--- src/rtl/core/abdt_pkg.sv ---
// Shared constants, field widths and divider handshake types for the
// accelerometer baseline drift tracker.
// No dependencies; compiled first.
package abdt_pkg;

   // calibration length and the counters that follow from it
   localparam int CAL_SAMPLES = 1000;
   localparam int CAL_CNT_W   = $clog2(CAL_SAMPLES + 1);

   // field widths
   localparam int SAMPLE_W  = 15;
   localparam int CAL_SUM_W = SAMPLE_W + CAL_CNT_W;
   localparam int SEC_W     = 32;
   localparam int HOLD_W    = 8;
   localparam int THR_W     = 14;
   localparam int EVENT_W   = 21;
   localparam int E_W       = 13;   // event in 0.01 g
   localparam int BASE_W    = 24;   // baseline in 1/256 mg, bounded to +-2^22
   localparam int MEAN_W    = 22;   // run mean in 1/256 of 0.01 g
   localparam int RSUM_W    = 29;
   localparam int RCNT_W    = 16;

   // serial divider sizing
   localparam int MAG_W  = 38;
   localparam int DEN_W  = 16;
   localparam int REM_W  = DEN_W + 1;
   localparam int N_W    = MAG_W + 2;
   localparam int QUOT_W = 23;
   localparam int QCNT_W = 5;

   // quotient lengths per division kind
   localparam logic [QCNT_W-1:0] QBITS_CAL  = QCNT_W'(23);
   localparam logic [QCNT_W-1:0] QBITS_EV   = QCNT_W'(13);
   localparam logic [QCNT_W-1:0] QBITS_MEAN = QCNT_W'(21);

   localparam logic [DEN_W-1:0]  CAL_DEN  = DEN_W'(CAL_SAMPLES);
   localparam logic [DEN_W-1:0]  EV_DEN   = DEN_W'(2560);
   localparam logic [RCNT_W-1:0] RCNT_MAX = '1;

   localparam int BASE_LIM = 4194304;
   localparam int EV_MAX   = 1048575;
   localparam int EV_MIN   = -1048576;

   // register file
   localparam int CSR_IDX_W  = 1;
   localparam int CSR_DATA_W = 14;
   localparam logic [CSR_IDX_W-1:0] CSR_HOLD = 1'b0;
   localparam logic [CSR_IDX_W-1:0] CSR_THR  = 1'b1;
   localparam logic [HOLD_W-1:0]    HOLD_RESET = HOLD_W'(2);
   localparam logic [THR_W-1:0]     THR_RESET  = THR_W'(500);

   // axis codes
   localparam logic [1:0] AXIS_X = 2'd0;
   localparam logic [1:0] AXIS_Y = 2'd1;
   localparam logic [1:0] AXIS_Z = 2'd2;

   // divider request and response
   typedef struct packed {
      logic              start;
      logic [MAG_W-1:0]  mag;
      logic [DEN_W-1:0]  den;
      logic [QCNT_W-1:0] qbits;
   } div_req_type;

   typedef struct packed {
      logic              busy;
      logic              done;
      logic [QUOT_W-1:0] quot;
   } div_rsp_type;

endpackage

--- src/rtl/core/abdt_if.sv ---
// Valid/ready channel interfaces for sample words in and result words out.
// Depends on abdt_pkg for field widths.
interface abdt_req_if
   import abdt_pkg::*;
();
   logic                       valid;
   logic                       ready;
   logic signed [SAMPLE_W-1:0] sample_x;
   logic signed [SAMPLE_W-1:0] sample_y;
   logic signed [SAMPLE_W-1:0] sample_z;
   logic [SEC_W-1:0]           seconds;

   modport source (output valid, output sample_x, output sample_y, output sample_z,
                   output seconds, input ready);
   modport sink (input valid, input sample_x, input sample_y, input sample_z,
                 input seconds, output ready);
endinterface

interface abdt_rsp_if
   import abdt_pkg::*;
();
   logic                      valid;
   logic                      ready;
   logic                      calibrating;
   logic [1:0]                vertical_axis;
   logic signed [EVENT_W-1:0] event_first;
   logic signed [EVENT_W-1:0] event_second;
   logic                      adjusted_first;
   logic                      adjusted_second;

   modport source (output valid, output calibrating, output vertical_axis,
                   output event_first, output event_second, output adjusted_first,
                   output adjusted_second, input ready);
   modport sink (input valid, input calibrating, input vertical_axis,
                 input event_first, input event_second, input adjusted_first,
                 input adjusted_second, output ready);
endinterface

--- src/rtl/core/accel_baseline_drift_tracker.sv ---
// Accelerometer baseline drift tracker: calibration, horizontal events and
// baseline re-centring. Depends on abdt_pkg, abdt_if and abdt_div.
//
// Usage:
//   req_ch carries one sample word (x, y, z in mg, seconds); rsp_ch returns
//   one result word per sample. Both are valid/ready; a word moves on a
//   clock edge with valid and ready high. csr_wr_en/csr_index/csr_wr_data
//   write hold_seconds (index 0) and vertical_threshold_mg (index 1).
//   The first CAL_SAMPLES words only build the baselines; with the last one
//   the three baselines are divided out. After that each word divides out
//   both horizontal events, plus a run mean for each horizontal baseline
//   that is re-centred. The bit-serial divider gives 13 quotient bits per
//   event, 21 per run mean and 23 per baseline.
//   One word is worked on at a time; the next is taken as soon as the
//   current one has moved to the result register, even if that result is
//   still waiting for the receiver. A stalled receiver holds rsp_ch and,
//   once the next result is ready, req_ch.ready stays low.
//   Reset (synchronous, active high) restores the register defaults,
//   restarts calibration and empties the result register.
module accel_baseline_drift_tracker
   import abdt_pkg::*;
(
   input  logic                  clock,
   input  logic                  reset,
   abdt_req_if.sink              req_ch,
   abdt_rsp_if.source            rsp_ch,
   input  logic                  csr_wr_en,
   input  logic [CSR_IDX_W-1:0]  csr_index,
   input  logic [CSR_DATA_W-1:0] csr_wr_data
);

   localparam int DIFF_W  = BASE_W + 1;
   localparam int BSUM_W  = BASE_W + 2;
   localparam int RES_W   = EVENT_W + 2;

   typedef enum logic [3:0] {
      ST_IDLE, ST_CAL_MAG, ST_EV_MAG, ST_MEAN_MAG, ST_DIV_GO, ST_DIV_WAIT,
      ST_RUN_UPD, ST_APPLY, ST_OUT
   } state_type;

   typedef enum logic [1:0] {OP_CAL, OP_EV, OP_MEAN} op_type;

   // pick the horizontal axis for event slot idx
   function automatic logic [1:0] horiz_axis(input logic [1:0] vaxis, input logic idx);
      logic [1:0] a;
      case (vaxis)
         AXIS_X:  a = idx ? AXIS_Z : AXIS_Y;
         AXIS_Y:  a = idx ? AXIS_Z : AXIS_X;
         default: a = idx ? AXIS_Y : AXIS_X;
      endcase
      return a;
   endfunction

   // control and architectural state
   state_type                   state_ff, state_in;
   op_type                      op_ff, op_in;
   logic [HOLD_W-1:0]           hold_ff, hold_in;
   logic [THR_W-1:0]            thr_ff, thr_in;
   logic [CAL_CNT_W-1:0]        cal_cnt_ff, cal_cnt_in;
   logic signed [CAL_SUM_W-1:0] cal_sum_ff [3];
   logic signed [CAL_SUM_W-1:0] cal_sum_in [3];
   logic signed [BASE_W-1:0]    base_ff [3];
   logic signed [BASE_W-1:0]    base_in [3];
   logic [1:0]                  vidx_ff, vidx_in;
   logic                        first_ff [2];
   logic                        first_in [2];
   logic signed [E_W-1:0]       prior_ff [2];
   logic signed [E_W-1:0]       prior_in [2];
   logic signed [RSUM_W-1:0]    rsum_ff [2];
   logic signed [RSUM_W-1:0]    rsum_in [2];
   logic [RCNT_W-1:0]           rcnt_ff [2];
   logic [RCNT_W-1:0]           rcnt_in [2];
   logic [SEC_W-1:0]            chg_ff [2];
   logic [SEC_W-1:0]            chg_in [2];
   logic                        axis_ff, axis_in;
   logic [1:0]                  cal_axis_ff, cal_axis_in;
   logic                        cal_flag_ff, cal_flag_in;
   logic                        rsp_valid_ff, rsp_valid_in;

   // working payload
   logic signed [SAMPLE_W-1:0]  s_ff [3];
   logic signed [SAMPLE_W-1:0]  s_in [3];
   logic [SEC_W-1:0]            now_ff, now_in;
   logic [MAG_W-1:0]            mag_ff, mag_in;
   logic [DEN_W-1:0]            den_ff, den_in;
   logic [QCNT_W-1:0]           qbits_ff, qbits_in;
   logic                        neg_ff, neg_in;
   logic signed [E_W-1:0]       e_ff, e_in;
   logic signed [MEAN_W-1:0]    mean_ff, mean_in;
   logic signed [EVENT_W-1:0]   ev_out_ff [2];
   logic signed [EVENT_W-1:0]   ev_out_in [2];
   logic                        adj_out_ff [2];
   logic                        adj_out_in [2];
   logic                        rsp_cal_ff, rsp_cal_in;
   logic [1:0]                  rsp_vaxis_ff, rsp_vaxis_in;
   logic signed [EVENT_W-1:0]   rsp_ev_ff [2];
   logic signed [EVENT_W-1:0]   rsp_ev_in [2];
   logic                        rsp_adj_ff [2];
   logic                        rsp_adj_in [2];

   // combinational helpers
   logic                        req_fire;
   logic                        cal_done;
   logic [1:0]                  p_axis;
   logic signed [DIFF_W-1:0]    ev_a, ev_b;
   logic                        ev_neg;
   logic [DIFF_W-1:0]           ev_mag;
   logic signed [CAL_SUM_W-1:0] cal_sel;
   logic [CAL_SUM_W-1:0]        cal_abs;
   logic signed [RSUM_W-1:0]    rs_sel;
   logic [RSUM_W-1:0]           rs_abs;
   logic                        e_pos, e_neg, pr_pos, pr_neg;
   logic                        restart, adjust;
   logic [SEC_W-1:0]            hold_gap;
   logic signed [RSUM_W-1:0]    rsum_base;
   logic [RCNT_W-1:0]           rcnt_base;
   logic [QUOT_W-1:0]           q;
   logic signed [BSUM_W-1:0]    mean_w, base_sum;
   logic signed [RES_W-1:0]     res_w;
   logic signed [BASE_W-1:0]    base_clamp;
   logic signed [EVENT_W-1:0]   res_clamp;

   div_req_type div_req;
   div_rsp_type div_rsp;

   abdt_div u_div (
      .clock (clock),
      .reset (reset),
      .req   (div_req),
      .rsp   (div_rsp)
   );

   assign div_req.start = (state_ff == ST_DIV_GO);
   assign div_req.mag   = mag_ff;
   assign div_req.den   = den_ff;
   assign div_req.qbits = qbits_ff;

   assign req_ch.ready = (state_ff == ST_IDLE);
   assign req_fire     = req_ch.valid && req_ch.ready;
   assign cal_done     = (cal_cnt_ff == CAL_CNT_W'(CAL_SAMPLES));
   assign p_axis       = horiz_axis(vidx_ff, axis_ff);
   assign q            = div_rsp.quot;

   // event operand: |sample*256 - baseline| with its sign
   always_comb begin
      ev_a   = DIFF_W'(s_ff[p_axis]) <<< 8;
      ev_b   = DIFF_W'(base_ff[p_axis]);
      ev_neg = ev_a < ev_b;
      ev_mag = ev_neg ? DIFF_W'(ev_b - ev_a) : DIFF_W'(ev_a - ev_b);
   end

   // calibration and run-mean magnitudes
   always_comb begin
      cal_sel = cal_sum_ff[cal_axis_ff];
      cal_abs = cal_sel[CAL_SUM_W-1] ? CAL_SUM_W'(-cal_sel) : CAL_SUM_W'(cal_sel);
      rs_sel  = rsum_ff[axis_ff];
      rs_abs  = rs_sel[RSUM_W-1] ? RSUM_W'(-rs_sel) : RSUM_W'(rs_sel);
   end

   // sign change and hold test for the current slot
   always_comb begin
      e_pos     = !e_ff[E_W-1] && (e_ff != '0);
      e_neg     = e_ff[E_W-1];
      pr_pos    = !prior_ff[axis_ff][E_W-1] && (prior_ff[axis_ff] != '0);
      pr_neg    = prior_ff[axis_ff][E_W-1];
      restart   = first_ff[axis_ff] || (!pr_pos && e_pos) || (!pr_neg && e_neg);
      rsum_base = restart ? '0 : rsum_ff[axis_ff];
      rcnt_base = restart ? '0 : rcnt_ff[axis_ff];
      hold_gap  = now_ff - chg_ff[axis_ff];
      adjust    = !restart && (hold_gap > SEC_W'(hold_ff));
   end

   // re-centring: baseline + 10*mean, event*256 - mean, both bounded
   always_comb begin
      mean_w   = BSUM_W'(mean_ff);
      base_sum = BSUM_W'(base_ff[p_axis]) + (mean_w <<< 3) + (mean_w <<< 1);
      if (base_sum > BASE_LIM) begin
         base_clamp = BASE_W'(BASE_LIM);
      end else if (base_sum < -BASE_LIM) begin
         base_clamp = BASE_W'(-BASE_LIM);
      end else begin
         base_clamp = BASE_W'(base_sum);
      end
      res_w = (RES_W'(e_ff) <<< 8) - RES_W'(mean_ff);
      if (res_w > EV_MAX) begin
         res_clamp = EVENT_W'(EV_MAX);
      end else if (res_w < EV_MIN) begin
         res_clamp = EVENT_W'(EV_MIN);
      end else begin
         res_clamp = EVENT_W'(res_w);
      end
   end

   // sequencer
   always_comb begin
      state_in     = state_ff;
      op_in        = op_ff;
      hold_in      = hold_ff;
      thr_in       = thr_ff;
      cal_cnt_in   = cal_cnt_ff;
      cal_sum_in   = cal_sum_ff;
      base_in      = base_ff;
      vidx_in      = vidx_ff;
      first_in     = first_ff;
      prior_in     = prior_ff;
      rsum_in      = rsum_ff;
      rcnt_in      = rcnt_ff;
      chg_in       = chg_ff;
      axis_in      = axis_ff;
      cal_axis_in  = cal_axis_ff;
      cal_flag_in  = cal_flag_ff;
      s_in         = s_ff;
      now_in       = now_ff;
      mag_in       = mag_ff;
      den_in       = den_ff;
      qbits_in     = qbits_ff;
      neg_in       = neg_ff;
      e_in         = e_ff;
      mean_in      = mean_ff;
      ev_out_in    = ev_out_ff;
      adj_out_in   = adj_out_ff;
      rsp_cal_in   = rsp_cal_ff;
      rsp_vaxis_in = rsp_vaxis_ff;
      rsp_ev_in    = rsp_ev_ff;
      rsp_adj_in   = rsp_adj_ff;
      rsp_valid_in = rsp_valid_ff && !rsp_ch.ready;

      // register writes
      if (csr_wr_en) begin
         case (csr_index)
            CSR_HOLD: hold_in = csr_wr_data[HOLD_W-1:0];
            CSR_THR:  thr_in  = csr_wr_data;
            default:  ;
         endcase
      end

      case (state_ff)
         ST_IDLE: begin
            if (req_fire) begin
               s_in[0] = req_ch.sample_x;
               s_in[1] = req_ch.sample_y;
               s_in[2] = req_ch.sample_z;
               now_in  = req_ch.seconds;
               if (!cal_done) begin
                  cal_sum_in[0] = cal_sum_ff[0] + CAL_SUM_W'(req_ch.sample_x);
                  cal_sum_in[1] = cal_sum_ff[1] + CAL_SUM_W'(req_ch.sample_y);
                  cal_sum_in[2] = cal_sum_ff[2] + CAL_SUM_W'(req_ch.sample_z);
                  cal_cnt_in    = cal_cnt_ff + CAL_CNT_W'(1);
                  cal_flag_in   = 1'b1;
                  if (cal_cnt_ff == CAL_CNT_W'(CAL_SAMPLES - 1)) begin
                     vidx_in     = AXIS_Z;
                     cal_axis_in = AXIS_X;
                     state_in    = ST_CAL_MAG;
                  end else begin
                     state_in = ST_OUT;
                  end
               end else begin
                  cal_flag_in = 1'b0;
                  axis_in     = 1'b0;
                  state_in    = ST_EV_MAG;
               end
            end
         end
         ST_CAL_MAG: begin
            mag_in   = MAG_W'(cal_abs) << 8;
            neg_in   = cal_sel[CAL_SUM_W-1];
            den_in   = CAL_DEN;
            qbits_in = QBITS_CAL;
            op_in    = OP_CAL;
            state_in = ST_DIV_GO;
         end
         ST_EV_MAG: begin
            mag_in   = MAG_W'(ev_mag);
            neg_in   = ev_neg;
            den_in   = EV_DEN;
            qbits_in = QBITS_EV;
            op_in    = OP_EV;
            state_in = ST_DIV_GO;
         end
         ST_MEAN_MAG: begin
            mag_in   = MAG_W'(rs_abs) << 8;
            neg_in   = rs_sel[RSUM_W-1];
            den_in   = rcnt_ff[axis_ff];
            qbits_in = QBITS_MEAN;
            op_in    = OP_MEAN;
            state_in = ST_DIV_GO;
         end
         ST_DIV_GO: begin
            state_in = ST_DIV_WAIT;
         end
         ST_DIV_WAIT: begin
            if (div_rsp.done) begin
               case (op_ff)
                  OP_CAL: begin
                     base_in[cal_axis_ff] = neg_ff ? -BASE_W'(q) : BASE_W'(q);
                     if (q > QUOT_W'({thr_ff, 8'd0})) begin
                        vidx_in = cal_axis_ff;
                     end
                     if (cal_axis_ff == AXIS_Z) begin
                        state_in = ST_OUT;
                     end else begin
                        cal_axis_in = cal_axis_ff + 2'd1;
                        state_in    = ST_CAL_MAG;
                     end
                  end
                  OP_EV: begin
                     e_in     = neg_ff ? -E_W'(q) : E_W'(q);
                     state_in = ST_RUN_UPD;
                  end
                  OP_MEAN: begin
                     mean_in  = neg_ff ? -MEAN_W'(q) : MEAN_W'(q);
                     state_in = ST_APPLY;
                  end
                  default: state_in = ST_OUT;
               endcase
            end
         end
         ST_RUN_UPD: begin
            // restart the run on first use, on a sign change or after a re-centring
            if (restart) begin
               first_in[axis_ff] = 1'b0;
               chg_in[axis_ff]   = now_ff;
            end
            prior_in[axis_ff] = e_ff;
            rsum_in[axis_ff]  = rsum_base;
            rcnt_in[axis_ff]  = rcnt_base;
            if (rcnt_base != RCNT_MAX) begin
               rsum_in[axis_ff] = rsum_base + RSUM_W'(e_ff);
               rcnt_in[axis_ff] = rcnt_base + RCNT_W'(1);
            end
            ev_out_in[axis_ff]  = EVENT_W'(e_ff) <<< 8;
            adj_out_in[axis_ff] = 1'b0;
            if (adjust) begin
               state_in = ST_MEAN_MAG;
            end else if (axis_ff) begin
               state_in = ST_OUT;
            end else begin
               axis_in  = 1'b1;
               state_in = ST_EV_MAG;
            end
         end
         ST_APPLY: begin
            base_in[p_axis]     = base_clamp;
            ev_out_in[axis_ff]  = res_clamp;
            adj_out_in[axis_ff] = 1'b1;
            first_in[axis_ff]   = 1'b1;
            if (axis_ff) begin
               state_in = ST_OUT;
            end else begin
               axis_in  = 1'b1;
               state_in = ST_EV_MAG;
            end
         end
         ST_OUT: begin
            // hand the result word over once the output register is free
            if (!rsp_valid_ff || rsp_ch.ready) begin
               rsp_valid_in  = 1'b1;
               rsp_cal_in    = cal_flag_ff;
               rsp_vaxis_in  = vidx_ff;
               rsp_ev_in[0]  = cal_flag_ff ? '0 : ev_out_ff[0];
               rsp_ev_in[1]  = cal_flag_ff ? '0 : ev_out_ff[1];
               rsp_adj_in[0] = cal_flag_ff ? 1'b0 : adj_out_ff[0];
               rsp_adj_in[1] = cal_flag_ff ? 1'b0 : adj_out_ff[1];
               state_in      = ST_IDLE;
            end
         end
         default: state_in = ST_IDLE;
      endcase
   end

   // state and registered outputs
   always_ff @(posedge clock) begin
      op_ff        <= op_in;
      axis_ff      <= axis_in;
      cal_axis_ff  <= cal_axis_in;
      cal_flag_ff  <= cal_flag_in;
      s_ff         <= s_in;
      now_ff       <= now_in;
      mag_ff       <= mag_in;
      den_ff       <= den_in;
      qbits_ff     <= qbits_in;
      neg_ff       <= neg_in;
      e_ff         <= e_in;
      mean_ff      <= mean_in;
      ev_out_ff    <= ev_out_in;
      adj_out_ff   <= adj_out_in;
      rsp_cal_ff   <= rsp_cal_in;
      rsp_vaxis_ff <= rsp_vaxis_in;
      rsp_ev_ff    <= rsp_ev_in;
      rsp_adj_ff   <= rsp_adj_in;
      if (reset) begin
         state_ff     <= ST_IDLE;
         rsp_valid_ff <= 1'b0;
         hold_ff      <= HOLD_RESET;
         thr_ff       <= THR_RESET;
         cal_cnt_ff   <= '0;
         vidx_ff      <= AXIS_Z;
         for (int k = 0; k < 3; k++) begin
            cal_sum_ff[k] <= '0;
            base_ff[k]    <= '0;
         end
         for (int k = 0; k < 2; k++) begin
            first_ff[k] <= 1'b1;
            prior_ff[k] <= '0;
            rsum_ff[k]  <= '0;
            rcnt_ff[k]  <= '0;
            chg_ff[k]   <= '0;
         end
      end else begin
         state_ff     <= state_in;
         rsp_valid_ff <= rsp_valid_in;
         hold_ff      <= hold_in;
         thr_ff       <= thr_in;
         cal_cnt_ff   <= cal_cnt_in;
         vidx_ff      <= vidx_in;
         cal_sum_ff   <= cal_sum_in;
         base_ff      <= base_in;
         first_ff     <= first_in;
         prior_ff     <= prior_in;
         rsum_ff      <= rsum_in;
         rcnt_ff      <= rcnt_in;
         chg_ff       <= chg_in;
      end
   end

   // result channel
   assign rsp_ch.valid           = rsp_valid_ff;
   assign rsp_ch.calibrating     = rsp_cal_ff;
   assign rsp_ch.vertical_axis   = rsp_vaxis_ff;
   assign rsp_ch.event_first     = rsp_ev_ff[0];
   assign rsp_ch.event_second    = rsp_ev_ff[1];
   assign rsp_ch.adjusted_first  = rsp_adj_ff[0];
   assign rsp_ch.adjusted_second = rsp_adj_ff[1];

`ifndef SYNTH
   a_cal_cnt_bound: assert property (@(posedge clock) disable iff (reset)
      cal_cnt_ff <= CAL_CNT_W'(CAL_SAMPLES))
      else $error("calibration count ran past its end");

   a_run_open: assert property (@(posedge clock) disable iff (reset)
      (first_ff[0] || rcnt_ff[0] != '0) && (first_ff[1] || rcnt_ff[1] != '0))
      else $error("open run with zero count");

   a_base_bound: assert property (@(posedge clock) disable iff (reset)
      base_ff[0] <= BASE_LIM && base_ff[0] >= -BASE_LIM &&
      base_ff[1] <= BASE_LIM && base_ff[1] >= -BASE_LIM &&
      base_ff[2] <= BASE_LIM && base_ff[2] >= -BASE_LIM)
      else $error("baseline outside its bound");

   a_cal_word_quiet: assert property (@(posedge clock) disable iff (reset)
      (rsp_valid_ff && rsp_cal_ff) |->
         (rsp_ev_ff[0] == '0 && rsp_ev_ff[1] == '0 && !rsp_adj_ff[0] && !rsp_adj_ff[1]))
      else $error("calibration word carries event data");
`endif

endmodule

--- src/rtl/core/abdt_div.sv ---
// Bit-serial restoring divider, rounding half away from zero on a magnitude.
// Depends on abdt_pkg for widths and the request/response structs.
module abdt_div
   import abdt_pkg::*;
(
   input  logic        clock,
   input  logic        reset,
   input  div_req_type req,
   output div_rsp_type rsp
);

   localparam int SH_W = $clog2(N_W + 1);

   logic              busy_ff, busy_in;
   logic              done_ff, done_in;
   logic [QCNT_W-1:0] cnt_ff, cnt_in;
   logic [REM_W-1:0]  rem_ff, rem_in;
   logic [REM_W-1:0]  dsr_ff, dsr_in;
   logic [N_W-1:0]    num_ff, num_in;
   logic [QUOT_W-1:0] quot_ff, quot_in;
   logic [N_W-1:0]    dividend;
   logic [REM_W:0]    trial;
   logic              take;

   // 2*mag + den over 2*den gives the rounded quotient; one bit per cycle
   always_comb begin
      dividend = N_W'({req.mag, 1'b0}) + N_W'(req.den);
      trial    = {rem_ff, num_ff[N_W-1]};
      take     = trial >= {1'b0, dsr_ff};
      busy_in  = busy_ff;
      done_in  = 1'b0;
      cnt_in   = cnt_ff;
      rem_in   = rem_ff;
      dsr_in   = dsr_ff;
      num_in   = num_ff;
      quot_in  = quot_ff;
      if (req.start) begin
         // high part lands straight in the remainder, low qbits shift in
         busy_in = 1'b1;
         cnt_in  = req.qbits;
         rem_in  = REM_W'(dividend >> req.qbits);
         num_in  = dividend << (SH_W'(N_W) - SH_W'(req.qbits));
         quot_in = '0;
         dsr_in  = {req.den, 1'b0};
      end else if (busy_ff) begin
         rem_in  = take ? REM_W'(trial - {1'b0, dsr_ff}) : REM_W'(trial);
         num_in  = {num_ff[N_W-2:0], 1'b0};
         quot_in = {quot_ff[QUOT_W-2:0], take};
         cnt_in  = cnt_ff - QCNT_W'(1);
         if (cnt_ff == QCNT_W'(1)) begin
            busy_in = 1'b0;
            done_in = 1'b1;
         end
      end
   end

   always_ff @(posedge clock) begin
      cnt_ff  <= cnt_in;
      rem_ff  <= rem_in;
      dsr_ff  <= dsr_in;
      num_ff  <= num_in;
      quot_ff <= quot_in;
      if (reset) begin
         busy_ff <= 1'b0;
         done_ff <= 1'b0;
      end else begin
         busy_ff <= busy_in;
         done_ff <= done_in;
      end
   end

   assign rsp.busy = busy_ff;
   assign rsp.done = done_ff;
   assign rsp.quot = quot_ff;

`ifndef SYNTH
   a_start_idle: assert property (@(posedge clock) disable iff (reset)
      req.start |-> !busy_ff)
      else $error("divider started while busy");

   a_qbits_range: assert property (@(posedge clock) disable iff (reset)
      req.start |-> (req.qbits != '0 && req.qbits <= QCNT_W'(QUOT_W)))
      else $error("divider quotient length out of range");

   a_rem_below: assert property (@(posedge clock) disable iff (reset)
      busy_ff |-> rem_ff < dsr_ff)
      else $error("partial remainder not below divisor");

   a_done_after_busy: assert property (@(posedge clock) disable iff (reset)
      done_ff |-> $past(busy_ff))
      else $error("done without a running division");
`endif

endmodule

--- src/flat_wrapper.sv ---
// flat-port wrapper written by rule: the top's interface ports become plain ports
module accel_baseline_drift_tracker_flat import abdt_pkg::*;
  (clock, reset, csr_wr_en, csr_index, csr_wr_data, req_ch_valid, req_ch_sample_x, req_ch_sample_y, req_ch_sample_z, req_ch_seconds, req_ch_ready, rsp_ch_valid, rsp_ch_calibrating, rsp_ch_vertical_axis, rsp_ch_event_first, rsp_ch_event_second, rsp_ch_adjusted_first, rsp_ch_adjusted_second, rsp_ch_ready);
  abdt_req_if req_ch_i ();
  abdt_rsp_if rsp_ch_i ();
  input  logic clock;
  input  logic reset;
  input  logic csr_wr_en;
  input  logic [CSR_IDX_W-1:0] csr_index;
  input  logic [CSR_DATA_W-1:0] csr_wr_data;
  input wire logic [$bits(req_ch_i.valid)-1:0] req_ch_valid;
  input wire logic [$bits(req_ch_i.sample_x)-1:0] req_ch_sample_x;
  input wire logic [$bits(req_ch_i.sample_y)-1:0] req_ch_sample_y;
  input wire logic [$bits(req_ch_i.sample_z)-1:0] req_ch_sample_z;
  input wire logic [$bits(req_ch_i.seconds)-1:0] req_ch_seconds;
  output wire logic [$bits(req_ch_i.ready)-1:0] req_ch_ready;
  output wire logic [$bits(rsp_ch_i.valid)-1:0] rsp_ch_valid;
  output wire logic [$bits(rsp_ch_i.calibrating)-1:0] rsp_ch_calibrating;
  output wire logic [$bits(rsp_ch_i.vertical_axis)-1:0] rsp_ch_vertical_axis;
  output wire logic [$bits(rsp_ch_i.event_first)-1:0] rsp_ch_event_first;
  output wire logic [$bits(rsp_ch_i.event_second)-1:0] rsp_ch_event_second;
  output wire logic [$bits(rsp_ch_i.adjusted_first)-1:0] rsp_ch_adjusted_first;
  output wire logic [$bits(rsp_ch_i.adjusted_second)-1:0] rsp_ch_adjusted_second;
  input wire logic [$bits(rsp_ch_i.ready)-1:0] rsp_ch_ready;
  assign req_ch_i.valid = req_ch_valid;
  assign req_ch_i.sample_x = req_ch_sample_x;
  assign req_ch_i.sample_y = req_ch_sample_y;
  assign req_ch_i.sample_z = req_ch_sample_z;
  assign req_ch_i.seconds = req_ch_seconds;
  assign req_ch_ready = req_ch_i.ready;
  assign rsp_ch_valid = rsp_ch_i.valid;
  assign rsp_ch_calibrating = rsp_ch_i.calibrating;
  assign rsp_ch_vertical_axis = rsp_ch_i.vertical_axis;
  assign rsp_ch_event_first = rsp_ch_i.event_first;
  assign rsp_ch_event_second = rsp_ch_i.event_second;
  assign rsp_ch_adjusted_first = rsp_ch_i.adjusted_first;
  assign rsp_ch_adjusted_second = rsp_ch_i.adjusted_second;
  assign rsp_ch_i.ready = rsp_ch_ready;
  accel_baseline_drift_tracker u_core (.clock(clock), .reset(reset), .req_ch(req_ch_i), .rsp_ch(rsp_ch_i), .csr_wr_en(csr_wr_en), .csr_index(csr_index), .csr_wr_data(csr_wr_data));
endmodule
--- config.mk ---
export PLATFORM = sky130hd
export DESIGN_NAME = accel_baseline_drift_tracker_flat
export DESIGN_NICKNAME = d
export VERILOG_FILES = /design/src/rtl/core/abdt_pkg.sv /design/src/rtl/core/abdt_if.sv /design/src/rtl/core/accel_baseline_drift_tracker.sv /design/src/rtl/core/abdt_div.sv /design/src/flat_wrapper.sv
export SDC_FILE = /design/constraint.sdc
export NUM_CORES = 2
export LEC_CHECK = 0
export BUFFER_PORTS_ARGS = -buffer_cell sky130_fd_sc_hd__buf_2
export CORE_UTILIZATION = 50
export DETAILED_ROUTE_END_ITERATION = 8
export PLACE_DENSITY_LB_ADDON = 0.1
export SLEW_MARGIN = 30
export SYNTH_ARGS = -nofsm -noshare
export SYNTH_HDL_FRONTEND = slang
export SYNTH_HIERARCHICAL = 1
export SYNTH_SLANG_ARGS = --single-unit
--- constraint.sdc ---
create_clock -name clock -period 15.2 [get_ports clock]
set_input_delay 2.28 -clock clock [delete_from_list [all_inputs] [get_ports clock]]
set_output_delay 2.28 -clock clock [all_outputs]
set_load 0.05 [all_outputs]
==> report_table.html <==
<table>
<tr><th>Metric</th><th>Value</th></tr>
<tr><th colspan="2">Status</th></tr>
<tr><td>Outcome</td><td>complete, no violations</td></tr>
<tr><th colspan="2">Job</th></tr>
<tr><td>Number of max-cap violations</td><td>0</td></tr>
<tr><th colspan="2">Layout</th></tr>
<tr><td>Post-layout nets</td><td>6174</td></tr>
<tr><td>Signed area change from the synthesized netlist to the final layout</td><td>9.46%</td></tr>
<tr><td>Final design area excluding fillers</td><td>54300 um^2</td></tr>
<tr><td>Share of post-route cells with drive strength above 1</td><td>8.56%</td></tr>
<tr><th colspan="2">Place</th></tr>
<tr><td>Final HPWL from detailed placement</td><td>119000 um</td></tr>
<tr><td>Port Buffers</td><td>145</td></tr>
<tr><td>Cell area reported after detailed placement</td><td>51300 um^2</td></tr>
<tr><td>Placer's final routability congestion estimate</td><td>0.993</td></tr>
<tr><th colspan="2">Critical path</th></tr>
<tr><td>Crit path cell chain</td><td>buf_4, inv_2, o21ai_1, buf_4, nand2_1, o21ai_0, inv_1, fa_1, ha_1, nand3_1, o21ai_0, nand3_1, o211ai_1, a41o_1, a2111oi_0, a311oi_1, nand2_1, o2bb2ai_4, o21ai_1, nor2_1</td></tr>
<tr><td>Launching point of the worst reg2reg path</td><td>u_core/axis_ff</td></tr>
<tr><td>Master of the slowest instance on the critical path</td><td>sky130_fd_sc_hd__o2bb2ai_4</td></tr>
<tr><td>Worst stage delay on the critical path</td><td>0.77 ns</td></tr>
<tr><td>Worst Reg2Reg Path Length in Cells</td><td>20</td></tr>
<tr><td>Reg-to-reg critical path endpoint</td><td>u_core/base_ff[34]</td></tr>
<tr><td>Worst-case register-to-register setup slack</td><td>7.65 ns</td></tr>
<tr><td>Nature of the critical path startpoint</td><td>flop</td></tr>
<tr><td>Beginning of the critical path</td><td>u_core/axis_ff</td></tr>
<tr><td>Crit path DAT</td><td>8.14 ns</td></tr>
<tr><td>Critical path class</td><td>flop to flop</td></tr>
<tr><td>Maximum fanout along the worst path</td><td>46</td></tr>
<tr><td>Data required, critical path</td><td>15.79 ns</td></tr>
<tr><td>Destination of the critical timing path</td><td>u_core/base_ff[34]</td></tr>
<tr><td>Crit path capture type</td><td>flop</td></tr>
<tr><th colspan="2">Power</th></tr>
<tr><td>Leakage</td><td>20.7 nW</td></tr>
<tr><td>Peak supply drop</td><td>0.0874 mV</td></tr>
<tr><td>Power density normalized to cell area</td><td>93.2 nW/um^2</td></tr>
<tr><th colspan="2">Detailed routing</th></tr>
<tr><td>Number of vias per cell</td><td>6.21</td></tr>
<tr><td>Number of routed nets with antenna violations</td><td>0</td></tr>
<tr><td>Wire length after detailed routing</td><td>162000 um</td></tr>
<tr><td># DRC</td><td>0</td></tr>
<tr><td>Routed length per placed instance</td><td>22.7 um</td></tr>
<tr><td>Number of optimization iterations in the first detailed-route pass</td><td>8</td></tr>
<tr><td>Initial detailed-routing violation count</td><td>4808</td></tr>
<tr><td>Via count</td><td>44.3k</td></tr>
<tr><th colspan="2">CTS</th></tr>
<tr><td>Clock slew at the register clock pins of the worst setup and hold paths</td><td>0.06 ns</td></tr>
<tr><td>Number of buffers created by CTS</td><td>83</td></tr>
<tr><td>H-tree levels</td><td>3</td></tr>
<tr><td>CTS tree</td><td>done</td></tr>
<tr><td>Number of hold buffers added after CTS</td><td>0</td></tr>
<tr><td>Post-CTS setup buffers</td><td>0</td></tr>
<tr><td>Bufs on Longest Clock Path</td><td>3</td></tr>
<tr><td>Insertion delay to the later sink of the worst-skew pair</td><td>0.68 ns</td></tr>
<tr><td>Cell at the root of the clock tree</td><td>sky130_fd_sc_hd__clkbuf_16</td></tr>
<tr><td>Cells resized by post-CTS repair</td><td>0</td></tr>
<tr><td>Number of sinks handled by clock tree synthesis</td><td>736</td></tr>
<tr><th colspan="2">GRT</th></tr>
<tr><td>Tot GR Track Use</td><td>31.5%</td></tr>
<tr><td>Vias in the first global route</td><td>41.3k</td></tr>
<tr><td>Wire length of the first global-routing pass</td><td>246000 um</td></tr>
<tr><td>Remaining Overflow, GRT</td><td>0</td></tr>
<tr><td>Number of antenna violations at the first check in global routing</td><td>1</td></tr>
<tr><td>Maximum number of pins on one net before global-route repair</td><td>82</td></tr>
<tr><th colspan="2">STA</th></tr>
<tr><td>Post-route clock skew</td><td>0.0449 ns</td></tr>
<tr><td>Worst relative slew slack</td><td>26.3%</td></tr>
<tr><td>Final Cycle Share</td><td>49.7%</td></tr>
<tr><td>Period minus WS final</td><td>7.55 ns</td></tr>
<tr><td>Final total negative setup slack</td><td>0 ns</td></tr>
<tr><td>Maximum achievable frequency</td><td>132 MHz</td></tr>
<tr><td>Slew Limit Fails</td><td>0</td></tr>
<tr><td>Fin. Hold Viols</td><td>0</td></tr>
<tr><td>Setup repair after global routing missed its margin</td><td>no</td></tr>
<tr><td>Actual transition at the worst max-transition pin</td><td>1.11 ns</td></tr>
<tr><td>Final Setup Violations</td><td>0</td></tr>
<tr><th colspan="2">Floorplan</th></tr>
<tr><td>Count of pins on the block boundary</td><td>146</td></tr>
<tr><td>Area of the placeable core</td><td>98300 um^2</td></tr>
<tr><td>Chip width</td><td>317 um</td></tr>
<tr><td>Vertical extent of the die</td><td>317 um</td></tr>
<tr><td>Initial Utilization</td><td>50.5%</td></tr>
<tr><td>Number of placement rows</td><td>115</td></tr>
<tr><td>Die Area</td><td>100000 um^2</td></tr>
<tr><th colspan="2">Logic synthesis</th></tr>
<tr><td>Syn avg cell area</td><td>8.56 um^2</td></tr>
<tr><td>Yosys warnings</td><td>6</td></tr>
<tr><td>Area of the mapped netlist</td><td>49600 um^2</td></tr>
<tr><td>Instance count of the mapped netlist</td><td>5794</td></tr>
<tr><th colspan="2">Hold path</th></tr>
<tr><td>Path category of the worst min-delay check</td><td>flop to flop</td></tr>
</table>
-- worst min path at each step --
stage | end | slack (ns) | depth (start not counted) | startpoint
floorplan | u_core/chg_ff[0] | 0.43 | 2 | u_core/chg_ff[0]
global placement | u_core/rcnt_ff[3] | 0.44 | 2 | u_core/rcnt_ff[3]
detailed placement | u_core/chg_ff[59] | 0.45 | 2 | u_core/chg_ff[59]
CTS | u_core/chg_ff[59] | 0.45 | 2 | u_core/chg_ff[59]
global route | u_core/chg_ff[7] | 0.47 | 2 | u_core/chg_ff[7]
finish | u_core/prior_ff[1] | 0.45 | 2 | u_core/prior_ff[1]
-- metal layers --
| layer | share of wire (%) | track usage (%) | vias up |
|---|---|---|---|
| met4 | 3.4 | 11.0 | 0 |
| li1 | - | - | 21000 |
| met3 | 9.1 | 5.54 | 301 |
| met2 | 44 | 48.5 | 1894 |
| met5 | 0 | 0 | - |
| met1 | 44 | 44.5 | 21100 |
-- state kept, by name (all words and copies together) (netlist names), 23 cells and up, named ones only --
| register | count |
|---|---|
| u_core/u_div/num_ff | 40 |
| u_core/now_ff | 32 |
| u_core/rsum_ff | 58 |
| u_core/ev_out_ff | 42 |
| u_core/rcnt_ff | 30 |
| u_core/u_div/quot_ff | 23 |
| u_core/mag_ff | 37 |
| u_core/cal_sum_ff | 75 |
| u_core/base_ff | 72 |
| u_core/prior_ff | 26 |
| u_core/s_ff | 45 |
| u_core/chg_ff | 64 |
-- worst max-delay path, delay by kind of cell (launching register included) --
kind / cells / cell delay (ns)
AO/OA/AOI/OAI: 9 / 3.68
adder cells (fa/ha/maj): 2 / 0.80
buffers and inverters: 4 / 1.52
AND/OR/NAND/NOR: 5 / 1.01
flip-flops: 1 / 0.34
-- cell type report --
| cell class | count | area [um^2] |
|---|---|---|
| multi-input cells | 4523 | 29500 |
| well taps | 1287 | 1610 |
| flip-flops and latches | 736 | 18200 |
| inverters | 214 | 805 |
| clock buffers | 113 | 2330 |
| fillers | 9098 | 44000 |
| clock inverters | 41 | 622 |
| diodes | 1 | 2.50 |
| repair buffers | 214 | 1250 |
-- metrics by stage --
stage               std cells  hold WS, ns  util [%]  worst slack, ns  total power [mW]
global placement         6972        0.441      52.1             8.07              2.90
floorplan                5795        0.433         -             8.85              2.72
global route             7128        0.470      55.2             7.11              5.25
detailed placement       6973        0.446      52.2             7.89              2.91
finish                   7129        0.452      55.2             7.65              5.06
CTS                      7127        0.454      55.2             7.85              5.08
-- cells in the final DEF (no fill, tap or decap), drive strengths merged, types with 27 or more instances in the layout --
| master | count |
|---|---|
| xor2 | 105 |
| dfxtp | 393 |
| inv | 212 |
| xnor2 | 185 |
| a21oi | 551 |
| fa | 30 |
| or3 | 29 |
| o31ai | 30 |
| nor2b | 90 |
| mux2 | 27 |
| nand2b | 52 |
| and2 | 49 |
| or2 | 27 |
| o22ai | 36 |
| o21a | 57 |
| ha | 275 |
| a211oi | 94 |
| o21ai | 257 |
| o211ai | 76 |
| nor2 | 541 |
| nand2 | 842 |
| a31oi | 49 |
| a21o | 96 |
| nand3 | 135 |
| clkbuf | 113 |
| a221oi | 65 |
| mux2i | 223 |
| buf | 214 |
| edfxtp | 343 |
| nor4 | 36 |
| nor3 | 102 |
| nand4 | 50 |
| and3 | 32 |
-- where the power goes --
part | internal, mW | total [mW] | switching [mW]
Clock | 1.29 | 2.17 | 0.877
Sequential | 2.14 | 2.18 | 0.0460
Combinational | 0.251 | 0.710 | 0.459
Total | 3.68 | 5.06 | 1.38
Note: power is estimated with default switching activity, not from simulation.
